==> config.mk <==
export PLATFORM = sky130hd
export DESIGN_NAME = sine_cosine_taylor_series_unit
export DESIGN_NICKNAME = d
export VERILOG_FILES = /design/src/rtl/sct_pkg.sv /design/src/rtl/sine_cosine_taylor_series_unit.sv /design/src/rtl/sct_divstep.sv /design/src/rtl/sct_core.sv
export SDC_FILE = /design/constraint.sdc
export NUM_CORES = 2
export LEC_CHECK = 0
export ABC_AREA = 1
export BUFFER_PORTS_ARGS = -buffer_cell sky130_fd_sc_hd__buf_2
export CORE_AREA = 4 4 360 274
export DETAILED_ROUTE_END_ITERATION = 7
export DIE_AREA = 0 0 364 278
export PLACE_DENSITY = 0.88
export SLEW_MARGIN = 20
export SYNTH_ARGS = -nofsm -noshare
export SYNTH_HDL_FRONTEND = slang
export SYNTH_SLANG_ARGS = --single-unit
==> constraint.sdc <==
create_clock -name clk -period 24.7 [get_ports clk]
set_input_delay 4.94 -clock clk [delete_from_list [all_inputs] [get_ports clk]]
set_output_delay 4.94 -clock clk [all_outputs]
set_load 0.01 [all_outputs]
==> src/rtl/sct_pkg.sv <==
`timescale 1ns / 1ps

package sct_pkg;

	localparam int ANGLE_W = 31;
	localparam int VALUE_W = 31;
	localparam int MAG_W   = 30;
	localparam int TERMS_W = 5;
	localparam int X2_W    = 32;
	localparam int LIMB_W  = 32;
	localparam int DIV_W   = 12;
	localparam int DIGIT_W = 4;

	localparam logic signed [ANGLE_W-1:0] PI_Q28     = 31'sd843314857;
	localparam logic signed [ANGLE_W-1:0] NEG_PI_Q28 = -31'sd843314857;
	localparam logic signed [VALUE_W-1:0] ONE_Q29    = 31'sd536870912;
	localparam logic signed [VALUE_W-1:0] NEG_ONE_Q29 = -31'sd536870912;
	localparam logic [TERMS_W-1:0]        MAX_TERMS_RST = 5'd13;

	// start request handed from the stream front end to the series engine
	typedef struct packed {
		logic             op;
		logic             neg;
		logic [MAG_W-1:0] mag;
	} sct_req_t;

	// finished result offered by the series engine
	typedef struct packed {
		logic                      valid;
		logic signed [VALUE_W-1:0] value;
	} sct_res_t;

endpackage

==> src/rtl/sine_cosine_taylor_series_unit.sv <==
`timescale 1ns / 1ps

// Sine / cosine by Taylor partial sum.
//
// Input stream (s_*): one transaction per angle. s_tdata holds the angle in
// radians, signed Q3.28; s_tuser selects sine (0) or cosine (1). Angles past
// plus or minus pi are clamped and flagged.
// Output stream (m_*): one transaction per input. m_tdata holds the result,
// signed Q2.29 saturated to plus or minus one; m_tuser is the range flag.
// Configuration (cfg_*): a single register, max_terms, the most series terms
// summed after the first; write it only while the unit is idle.
//
// Each term runs on one shared 32x32 multiplier (two limb products) and a
// 4-bit-per-cycle restoring divider by the two factorial factors, which
// runs NSTEP = ceil((ACC_WIDTH + 3) / 4) steps per term. A zero quotient
// term ends the sum before max_terms is reached.
// One angle is in flight at a time; s_tready is low while it is worked on.
// A finished result sits in the output register; while the receiver stalls,
// the engine holds its next result and the input stays closed.
// Reset clears all handshake state and sets max_terms to 13.

module sine_cosine_taylor_series_unit #(
	parameter int ACC_WIDTH = 40
) (
	input  logic        clk,
	input  logic        arst_n,
	// configuration write channel
	input  logic        cfg_valid,
	output logic        cfg_ready,
	input  logic [4:0]  cfg_data,    // [4:0] max_terms
	// input stream
	input  logic        s_tvalid,
	output logic        s_tready,
	input  logic [31:0] s_tdata,     // [30:0] angle, [31] zero
	input  logic        s_tuser,     // [0] operation
	// output stream
	output logic        m_tvalid,
	input  logic        m_tready,
	output logic [31:0] m_tdata,     // [30:0] value, [31] zero
	output logic        m_tuser      // [0] range_error
);
	import sct_pkg::*;

	logic [TERMS_W-1:0]        max_terms_q;
	logic                      err_q;
	logic                      out_valid_q;
	logic signed [VALUE_W-1:0] out_value_q;
	logic                      out_err_q;

	logic signed [ANGLE_W-1:0] angle;
	logic signed [ANGLE_W-1:0] clamped;
	logic                      clamp_err;
	logic signed [ANGLE_W-1:0] abs_angle;
	sct_req_t                  req;
	sct_res_t                  res;
	logic                      core_idle;
	logic                      res_ready;
	logic                      in_fire;

	// Configuration register: always ready; user writes it only while idle.
	assign cfg_ready = 1'b1;

	always_ff @(posedge clk or negedge arst_n) begin
		if (!arst_n) begin
			max_terms_q <= MAX_TERMS_RST;
		end else if (cfg_valid && cfg_ready) begin
			max_terms_q <= cfg_data;
		end
	end

	// Clamp the angle to [-pi, pi] and split into sign and magnitude.
	assign angle = $signed(s_tdata[ANGLE_W-1:0]);

	always_comb begin
		clamped   = angle;
		clamp_err = 1'b0;
		if (angle > PI_Q28) begin
			clamped   = PI_Q28;
			clamp_err = 1'b1;
		end else if (angle < NEG_PI_Q28) begin
			clamped   = NEG_PI_Q28;
			clamp_err = 1'b1;
		end
	end

	assign abs_angle = clamped[ANGLE_W-1] ? -clamped : clamped;
	assign req.op    = s_tuser;
	assign req.neg   = clamped[ANGLE_W-1];
	assign req.mag   = abs_angle[MAG_W-1:0];

	// Take a new angle only when the engine is idle.
	assign s_tready = core_idle;
	assign in_fire  = s_tvalid && s_tready;

	// Hold the range flag for the angle in flight.
	always_ff @(posedge clk) begin
		if (in_fire) begin
			err_q <= clamp_err;
		end
	end

	sct_core #(
		.ACC_WIDTH (ACC_WIDTH)
	) u_core (
		.clk       (clk),
		.arst_n    (arst_n),
		.start     (in_fire),
		.req       (req),
		.max_terms (max_terms_q),
		.res_ready (res_ready),
		.idle      (core_idle),
		.res       (res)
	);

	// Output register: load when empty or being drained, drop once taken.
	assign res_ready = !out_valid_q || m_tready;

	always_ff @(posedge clk or negedge arst_n) begin
		if (!arst_n) begin
			out_valid_q <= 1'b0;
		end else if (res.valid && res_ready) begin
			out_valid_q <= 1'b1;
		end else if (m_tready) begin
			out_valid_q <= 1'b0;
		end
	end

	always_ff @(posedge clk) begin
		if (res.valid && res_ready) begin
			out_value_q <= res.value;
			out_err_q   <= err_q;
		end
	end

	assign m_tvalid = out_valid_q;
	assign m_tdata  = {1'b0, out_value_q};
	assign m_tuser  = out_err_q;

	a_accept_busy: assert property (@(posedge clk) disable iff (!arst_n)
		in_fire |=> !core_idle)
		else $error("engine stayed idle after an accepted angle");

endmodule

==> src/rtl/sct_divstep.sv <==
`timescale 1ns / 1ps

module sct_divstep (
	input  logic [sct_pkg::DIV_W-1:0]   rem,
	input  logic [sct_pkg::DIV_W-1:0]   divisor,
	input  logic [sct_pkg::DIGIT_W-1:0] bits,
	output logic [sct_pkg::DIV_W-1:0]   rem_nxt,
	output logic [sct_pkg::DIGIT_W-1:0] qdig
);
	import sct_pkg::*;

	// restoring division, one quotient bit per step, remainder stays below the divisor
	always_comb begin
		logic [DIV_W-1:0] r;
		logic [DIV_W:0]   cur;
		r    = rem;
		qdig = '0;
		for (int k = DIGIT_W - 1; k >= 0; k--) begin
			cur = {r, bits[k]};
			if (cur >= {1'b0, divisor}) begin
				r       = DIV_W'(cur - {1'b0, divisor});
				qdig[k] = 1'b1;
			end else begin
				r = cur[DIV_W-1:0];
			end
		end
		rem_nxt = r;
	end

endmodule

==> src/rtl/sct_core.sv <==
`timescale 1ns / 1ps

module sct_core #(
	parameter int ACC_WIDTH = 40
) (
	input  logic                         clk,
	input  logic                         arst_n,
	input  logic                         start,
	input  sct_pkg::sct_req_t            req,
	input  logic [sct_pkg::TERMS_W-1:0]  max_terms,
	input  logic                         res_ready,
	output logic                         idle,
	output sct_pkg::sct_res_t            res
);
	import sct_pkg::*;

	localparam int F     = ACC_WIDTH - 4;
	localparam int TW    = ACC_WIDTH - 1;
	localparam int PW    = TW + LIMB_W;
	localparam int DW    = PW - 28;
	localparam int NSTEP = (DW + DIGIT_W - 1) / DIGIT_W;
	localparam int DVB   = NSTEP * DIGIT_W;
	localparam int CNT_W = $clog2(NSTEP);
	localparam int RW    = ACC_WIDTH + 1 - (F - 29);
	localparam int IDX_W = TERMS_W + 1;

	localparam logic [3:0] ST_IDLE = 4'd0;
	localparam logic [3:0] ST_SQR  = 4'd1;
	localparam logic [3:0] ST_XSQ  = 4'd2;
	localparam logic [3:0] ST_TERM = 4'd3;
	localparam logic [3:0] ST_MHI  = 4'd4;
	localparam logic [3:0] ST_MADD = 4'd5;
	localparam logic [3:0] ST_DIV  = 4'd6;
	localparam logic [3:0] ST_ACC  = 4'd7;
	localparam logic [3:0] ST_FIN  = 4'd8;
	localparam logic [3:0] ST_RND  = 4'd9;
	localparam logic [3:0] ST_DONE = 4'd10;

	logic [3:0]                  state_q;
	logic                        op_q;
	logic [MAG_W-1:0]            mag_q;
	logic [X2_W-1:0]             x2_q;
	logic [TW-1:0]               term_q;
	logic                        tneg_q;
	logic signed [ACC_WIDTH-1:0] sum_q;
	logic [IDX_W-1:0]            i_q;
	logic [DIV_W-1:0]            d_q;
	logic [2*LIMB_W-1:0]         prod_q;
	logic [PW-1:0]               acc_q;
	logic [DVB-1:0]              dvd_q;
	logic [DIV_W-1:0]            rem_q;
	logic [CNT_W-1:0]            cnt_q;
	logic                        sneg_q;
	logic [ACC_WIDTH-1:0]        smag_q;
	logic signed [VALUE_W-1:0]   value_q;

	logic [TW-1:0]               term_init;
	logic                        neg_init;
	logic [2*LIMB_W-1:0]         term_ext;
	logic [LIMB_W-1:0]           mul_a;
	logic [LIMB_W-1:0]           mul_b;
	logic [2*LIMB_W-1:0]         mul_p;
	logic [5:0]                  fac_n;
	logic [6:0]                  fac_m;
	logic [12:0]                 fac_p;
	logic [PW-1:0]               prod_sum;
	logic [DIV_W-1:0]            rem_nxt;
	logic [DIGIT_W-1:0]          qdig;
	logic [TW-1:0]               q_term;
	logic [ACC_WIDTH-1:0]        q_ext;
	logic [ACC_WIDTH:0]          rnd_sum;
	logic [RW-1:0]               rnd_mag;
	logic [VALUE_W-1:0]          sat_mag;

	assign term_init = req.op ? (TW'(1) << F) : (TW'(req.mag) << (F - 28));
	assign neg_init  = !req.op && req.neg;
	assign term_ext  = (2*LIMB_W)'(term_q);

	// shared multiplier: squares the angle once, then takes the two term limbs by x^2
	always_comb begin
		case (state_q)
			ST_SQR: begin
				mul_a = LIMB_W'(mag_q);
				mul_b = LIMB_W'(mag_q);
			end
			ST_TERM: begin
				mul_a = term_ext[LIMB_W-1:0];
				mul_b = x2_q;
			end
			ST_MHI: begin
				mul_a = term_ext[2*LIMB_W-1:LIMB_W];
				mul_b = x2_q;
			end
			default: begin
				mul_a = '0;
				mul_b = '0;
			end
		endcase
	end
	assign mul_p = mul_a * mul_b;

	// next two factorial factors: sine (2i+1)(2i), cosine (2i)(2i-1)
	assign fac_n = {i_q[TERMS_W-1:0], 1'b0};
	assign fac_m = op_q ? ({1'b0, fac_n} - 7'd1) : ({1'b0, fac_n} + 7'd1);
	assign fac_p = {7'b0, fac_n} * {6'b0, fac_m};

	assign prod_sum = acc_q + (PW'(prod_q) << LIMB_W);

	sct_divstep u_divstep (
		.rem     (rem_q),
		.divisor (d_q),
		.bits    (dvd_q[DVB-1 -: DIGIT_W]),
		.rem_nxt (rem_nxt),
		.qdig    (qdig)
	);

	assign q_term  = dvd_q[TW-1:0];
	assign q_ext   = {1'b0, q_term};
	assign rnd_sum = {1'b0, smag_q} + ((ACC_WIDTH + 1)'(1) << (F - 30));
	assign rnd_mag = rnd_sum[ACC_WIDTH -: RW];
	assign sat_mag = (rnd_mag > RW'(ONE_Q29)) ? ONE_Q29 : rnd_mag[VALUE_W-1:0];

	always_ff @(posedge clk or negedge arst_n) begin
		if (!arst_n) begin
			state_q <= ST_IDLE;
		end else begin
			case (state_q)
				ST_IDLE: if (start) state_q <= ST_SQR;
				ST_SQR:  state_q <= ST_XSQ;
				ST_XSQ:  state_q <= ST_TERM;
				ST_TERM: state_q <= (i_q > {1'b0, max_terms}) ? ST_FIN : ST_MHI;
				ST_MHI:  state_q <= ST_MADD;
				ST_MADD: state_q <= ST_DIV;
				ST_DIV:  if (cnt_q == CNT_W'(NSTEP - 1)) state_q <= ST_ACC;
				ST_ACC:  state_q <= (q_term == '0) ? ST_FIN : ST_TERM;
				ST_FIN:  state_q <= ST_RND;
				ST_RND:  state_q <= ST_DONE;
				ST_DONE: if (res_ready) state_q <= ST_IDLE;
				default: state_q <= ST_IDLE;
			endcase
		end
	end

	always_ff @(posedge clk) begin
		case (state_q)
			ST_IDLE: begin
				op_q   <= req.op;
				mag_q  <= req.mag;
				term_q <= term_init;
				tneg_q <= neg_init;
				sum_q  <= neg_init ? -$signed({1'b0, term_init}) : $signed({1'b0, term_init});
				i_q    <= IDX_W'(1);
			end
			ST_SQR: prod_q <= mul_p;
			ST_XSQ: x2_q <= prod_q[28 +: X2_W];
			ST_TERM: begin
				d_q    <= fac_p[DIV_W-1:0];
				prod_q <= mul_p;
			end
			ST_MHI: begin
				acc_q  <= PW'(prod_q);
				prod_q <= mul_p;
			end
			ST_MADD: begin
				dvd_q <= DVB'(prod_sum[PW-1:28]);
				rem_q <= '0;
				cnt_q <= '0;
			end
			ST_DIV: begin
				rem_q <= rem_nxt;
				dvd_q <= {dvd_q[DVB-DIGIT_W-1:0], qdig};
				cnt_q <= cnt_q + CNT_W'(1);
			end
			ST_ACC: begin
				// alternate the sign, then fold the new term into the sum
				term_q <= q_term;
				tneg_q <= !tneg_q;
				sum_q  <= tneg_q ? (sum_q + $signed(q_ext)) : (sum_q - $signed(q_ext));
				i_q    <= i_q + IDX_W'(1);
			end
			ST_FIN: begin
				sneg_q <= sum_q[ACC_WIDTH-1];
				smag_q <= sum_q[ACC_WIDTH-1] ? ACC_WIDTH'(-sum_q) : ACC_WIDTH'(sum_q);
			end
			ST_RND: value_q <= sneg_q ? -$signed(sat_mag) : $signed(sat_mag);
			default: ;
		endcase
	end

	assign idle      = (state_q == ST_IDLE);
	assign res.valid = (state_q == ST_DONE);
	assign res.value = value_q;

	a_start_leaves_idle: assert property (@(posedge clk) disable iff (!arst_n)
		(state_q == ST_IDLE && start) |=> (state_q == ST_SQR))
		else $error("start did not launch the series");

	a_rem_below_divisor: assert property (@(posedge clk) disable iff (!arst_n)
		(state_q == ST_DIV) |-> (rem_q < d_q))
		else $error("division remainder reached the divisor");

	a_index_bound: assert property (@(posedge clk) disable iff (!arst_n)
		(state_q == ST_TERM) |-> (i_q <= ({1'b0, max_terms} + IDX_W'(1))))
		else $error("term index ran past max_terms");

	a_value_saturated: assert property (@(posedge clk) disable iff (!arst_n)
		(state_q == ST_DONE) |-> (value_q <= ONE_Q29 && value_q >= NEG_ONE_Q29))
		else $error("result outside plus or minus one");

endmodule

==> results.json <==
{
  "min_from": "u_core.value_q[10]$_DFFE_PP_",
  "violations": "DRC",
  "reg2reg_slack_ns": 13.11,
  "root_buffer": "clkbuf_16",
  "async_flop_share": 0.02331,
  "vias": 53490,
  "fmax_mhz": 86.25,
  "wl_per_cell_um": 24.04,
  "met3_usage": 0.2307,
  "ys_seq_area_frac": 0.2092,
  "gp_congestion": 1.108,
  "setup.worst_path.end_class": "flop",
  "cts.clk_slew.worst_paths_ns": 0.07,
  "max_stage_delay_ns": 1.10,
  "cts_made_buffers": 41,
  "nNetsFinal": 8717,
  "drtAntennaViolNets": 0,
  "grt_remaining_overflow": 0,
  "cp_max_fo": 23,
  "crit_path_top_delay_cell": "clkinv_1",
  "min_to": "out_value_q[10]$_DFFE_PP_",
  "multi_input_area_um2": 41630,
  "syn_area_per_cell_um2": 8.329,
  "clock_latency_ns": 0.61,
  "cp.arrival_ns": 11.94,
  "crit_top_cell": "inv_1",
  "die_y_um": 278,
  "synth_seq_cells": 429,
  "area_delta_synth_final_pct": 5.244,
  "worst_pin_slew_ns": 1.301,
  "grt_max_degree": 65,
  "pin_count": 79,
  "drc": 1,
  "ys.flop_type": "edfxtp_1",
  "maxSlewHeadroom": 0.1306,
  "antenna_found_initial": 12,
  "yosysMostFrequentCell": "inv_1",
  "fp.dieW_um": 364,
  "cap_violations": 0,
  "rsz0062_at_grt": "no",
  "grt_pass1_vias": 52780,
  "yosys_warnings": 0,
  "busiest_layer": "met1",
  "netlist_area_um2": 61340,
  "reg2regPathDepth": 39,
  "drt_iter0_markers": 8236,
  "port_buffers": 75,
  "cp-start-kind": "flop",
  "cp.required_ns": 25.05,
  "hold_class": "reg -> reg",
  "cts_sinks": 429,
  "use_met2": 0.5405,
  "hold_viol": 0,
  "fp.coreArea_um2": 94780,
  "design.die.area_um2": 101200,
  "rr_startpoint": "u_core.state_q[3]$_DFFE_PN0P_",
  "ys_types": 78,
  "hold_depth": 0,
  "via_per_inst": 6.194,
  "cts_tree": "yes",
  "cts_resized": 0,
  "regArea_um2": 12840,
  "netlist.area_leader.share": 0.2989,
  "cts_hold_buffers": 0,
  "clock_skew_ns": 0.02937,
  "first_pass_iters": 8,
  "hpwl_um": 163100,
  "htreeDepth": 2,
  "routed_wl_um": 207600,
  "grtUsageMet1": 0.5559,
  "setup_viol": 0,
  "syn_inst": 7365,
  "fillCellCount": 7297,
  "status": "complete, but fails checks",
  "synth_enable_flop_cells": 419,
  "critical_path_class": "reg -> reg",
  "drive_gt1_frac": 0.05302,
  "period_share": 0.4694,
  "final.min_clock_period_ns": 11.59,
  "drv_slew": 0,
  "post-route-util": 0.6811,
  "grt_use_total": 0.4101,
  "std_cell_rows": 98,
  "yosys-top-cells-count": "1563 x inv_1, 1429 x nand2_1, 916 x fa_1",
  "reg2reg_to": "u_core.prod_q[59]$_DFFE_PP_",
  "cts_buffer_depth": 3,
  "cts_setup_buffers": 0,
  "synth.area.top_cells": "fa_1 30%, edfxtp_1 21%, inv_1 9.6%, nand2_1 8.7%, ha_1 8.4%",
  "setup-tns-final_ns": 0,
  "netlist.top_cell.by_area": "fa_1",
  "start_util": 0.6472,
  "grt_pass1_wl_um": 311100
}
-- worst max-delay path: cells and delay by family, from the launching register on --
family,cells,cell delay (ns)
adders and majority gates,9,4.43
buffers and inverters,15,3.02
and+or+nand+nor,9,2.04
AOI/OAI and AO/OA,5,1.20
DFF,1,0.43
xor gates and xnor gates,1,0.18
-- state kept, by name, summed over array words and instances (netlist names), 11 cells and up --
register,cells
u_core.sum_q,40
u_core.prod_q,64
out_value_q,31
u_core.x2_q,32
u_core.term_q,39
u_core.value_q,31
u_core.mag_q,30
u_core.dvd_q,44
u_core.rem_q,12
u_core.smag_q,34
u_core.acc_q,36
u_core.d_q,11
-- final cells by class --
| class | count | area share |
|---|---|---|
| multi-input cells | 5098 | 0.6449 |
| diodes | 11 | 0.0004264 |
| flip-flops and latches | 429 | 0.1988 |
| inverters | 1600 | 0.09303 |
| well taps | 1250 | 0.02423 |
| clock inverters | 23 | 0.003527 |
| clock buffers | 50 | 0.01705 |
| repair buffers | 175 | 0.01802 |
-- logic make-up (layout without fill, tap and decap cells) --
kind of cell,after synthesis,in the layout,synth area share
simple gates,2698,2698,0.1806
other cells,2,17,0.0001224
fa+ha+maj,1329,1329,0.3832
buf+inv,1842,1848,0.1143
xor+xnor,278,278,0.03994
mux,1,1,0.0001836
flops,429,429,0.2092
compound gates,786,786,0.07245
-- per-layer routing --
| metal | wire length [um] | vias up |
|---|---|---|
| met1 | 73810 | 25240 |
| li1 | - | 22600 |
| met5 | 356 | - |
| met3 | 43410 | 936 |
| met2 | 78990 | 4709 |
| met4 | 11020 | 14 |
-- through the flow --
step	area [um^2]	worst slack, ns	hold WS [ns]	cells
floorplan	61360	14.60	0.4003	7369
global placement	63140	13.74	0.4013	8549
detailed placement	63140	13.60	0.4045	8549
CTS	64470	13.56	0.4162	8622
global route	64550	12.71	0.4256	8630
finish	64560	13.11	0.4154	8636
-- how the worst max path moves through the flow --
stage	from	end	slack, ns	depth (start not counted)
2_1_floorplan	u_core.state_q[0]$_DFFE_PN0P_	u_core.prod_q[59]$_DFFE_PP_	14.60	38
6_report	u_core.state_q[3]$_DFFE_PN0P_	u_core.prod_q[59]$_DFFE_PP_	13.11	39
5_1_grt	u_core.state_q[3]$_DFFE_PN0P_	u_core.prod_q[59]$_DFFE_PP_	12.71	39
3_5_place_dp	u_core.state_q[3]$_DFFE_PN0P_	u_core.prod_q[59]$_DFFE_PP_	13.60	40
4_1_cts	u_core.state_q[3]$_DFFE_PN0P_	u_core.prod_q[59]$_DFFE_PP_	13.56	40
3_3_place_gp	u_core.state_q[3]$_DFFE_PN0P_	u_core.prod_q[59]$_DFFE_PP_	13.74	40
-- layout by cell type, fill, tap and decap left out, types with 20 or more instances in the layout --
cell	n
nand3_2	21
nand3_1	166
xor2_1	174
inv_1	1560
o211ai_1	20
buf_4	97
nand2_1	1427
edfxtp_1	419
xnor2_1	102
fa_1	916
o21ai_1	53
ha_1	413
o21ai_0	251
a21oi_1	275
buf_2	75
nand4_1	51
clkinv_1	27
nand2_2	27
nor3_1	59
nor2_1	848
clkbuf_16	42
a31oi_1	50
Power is not shown: default switching activity piles up to over one toggle a cycle in this logic, so the estimate is an artifact.
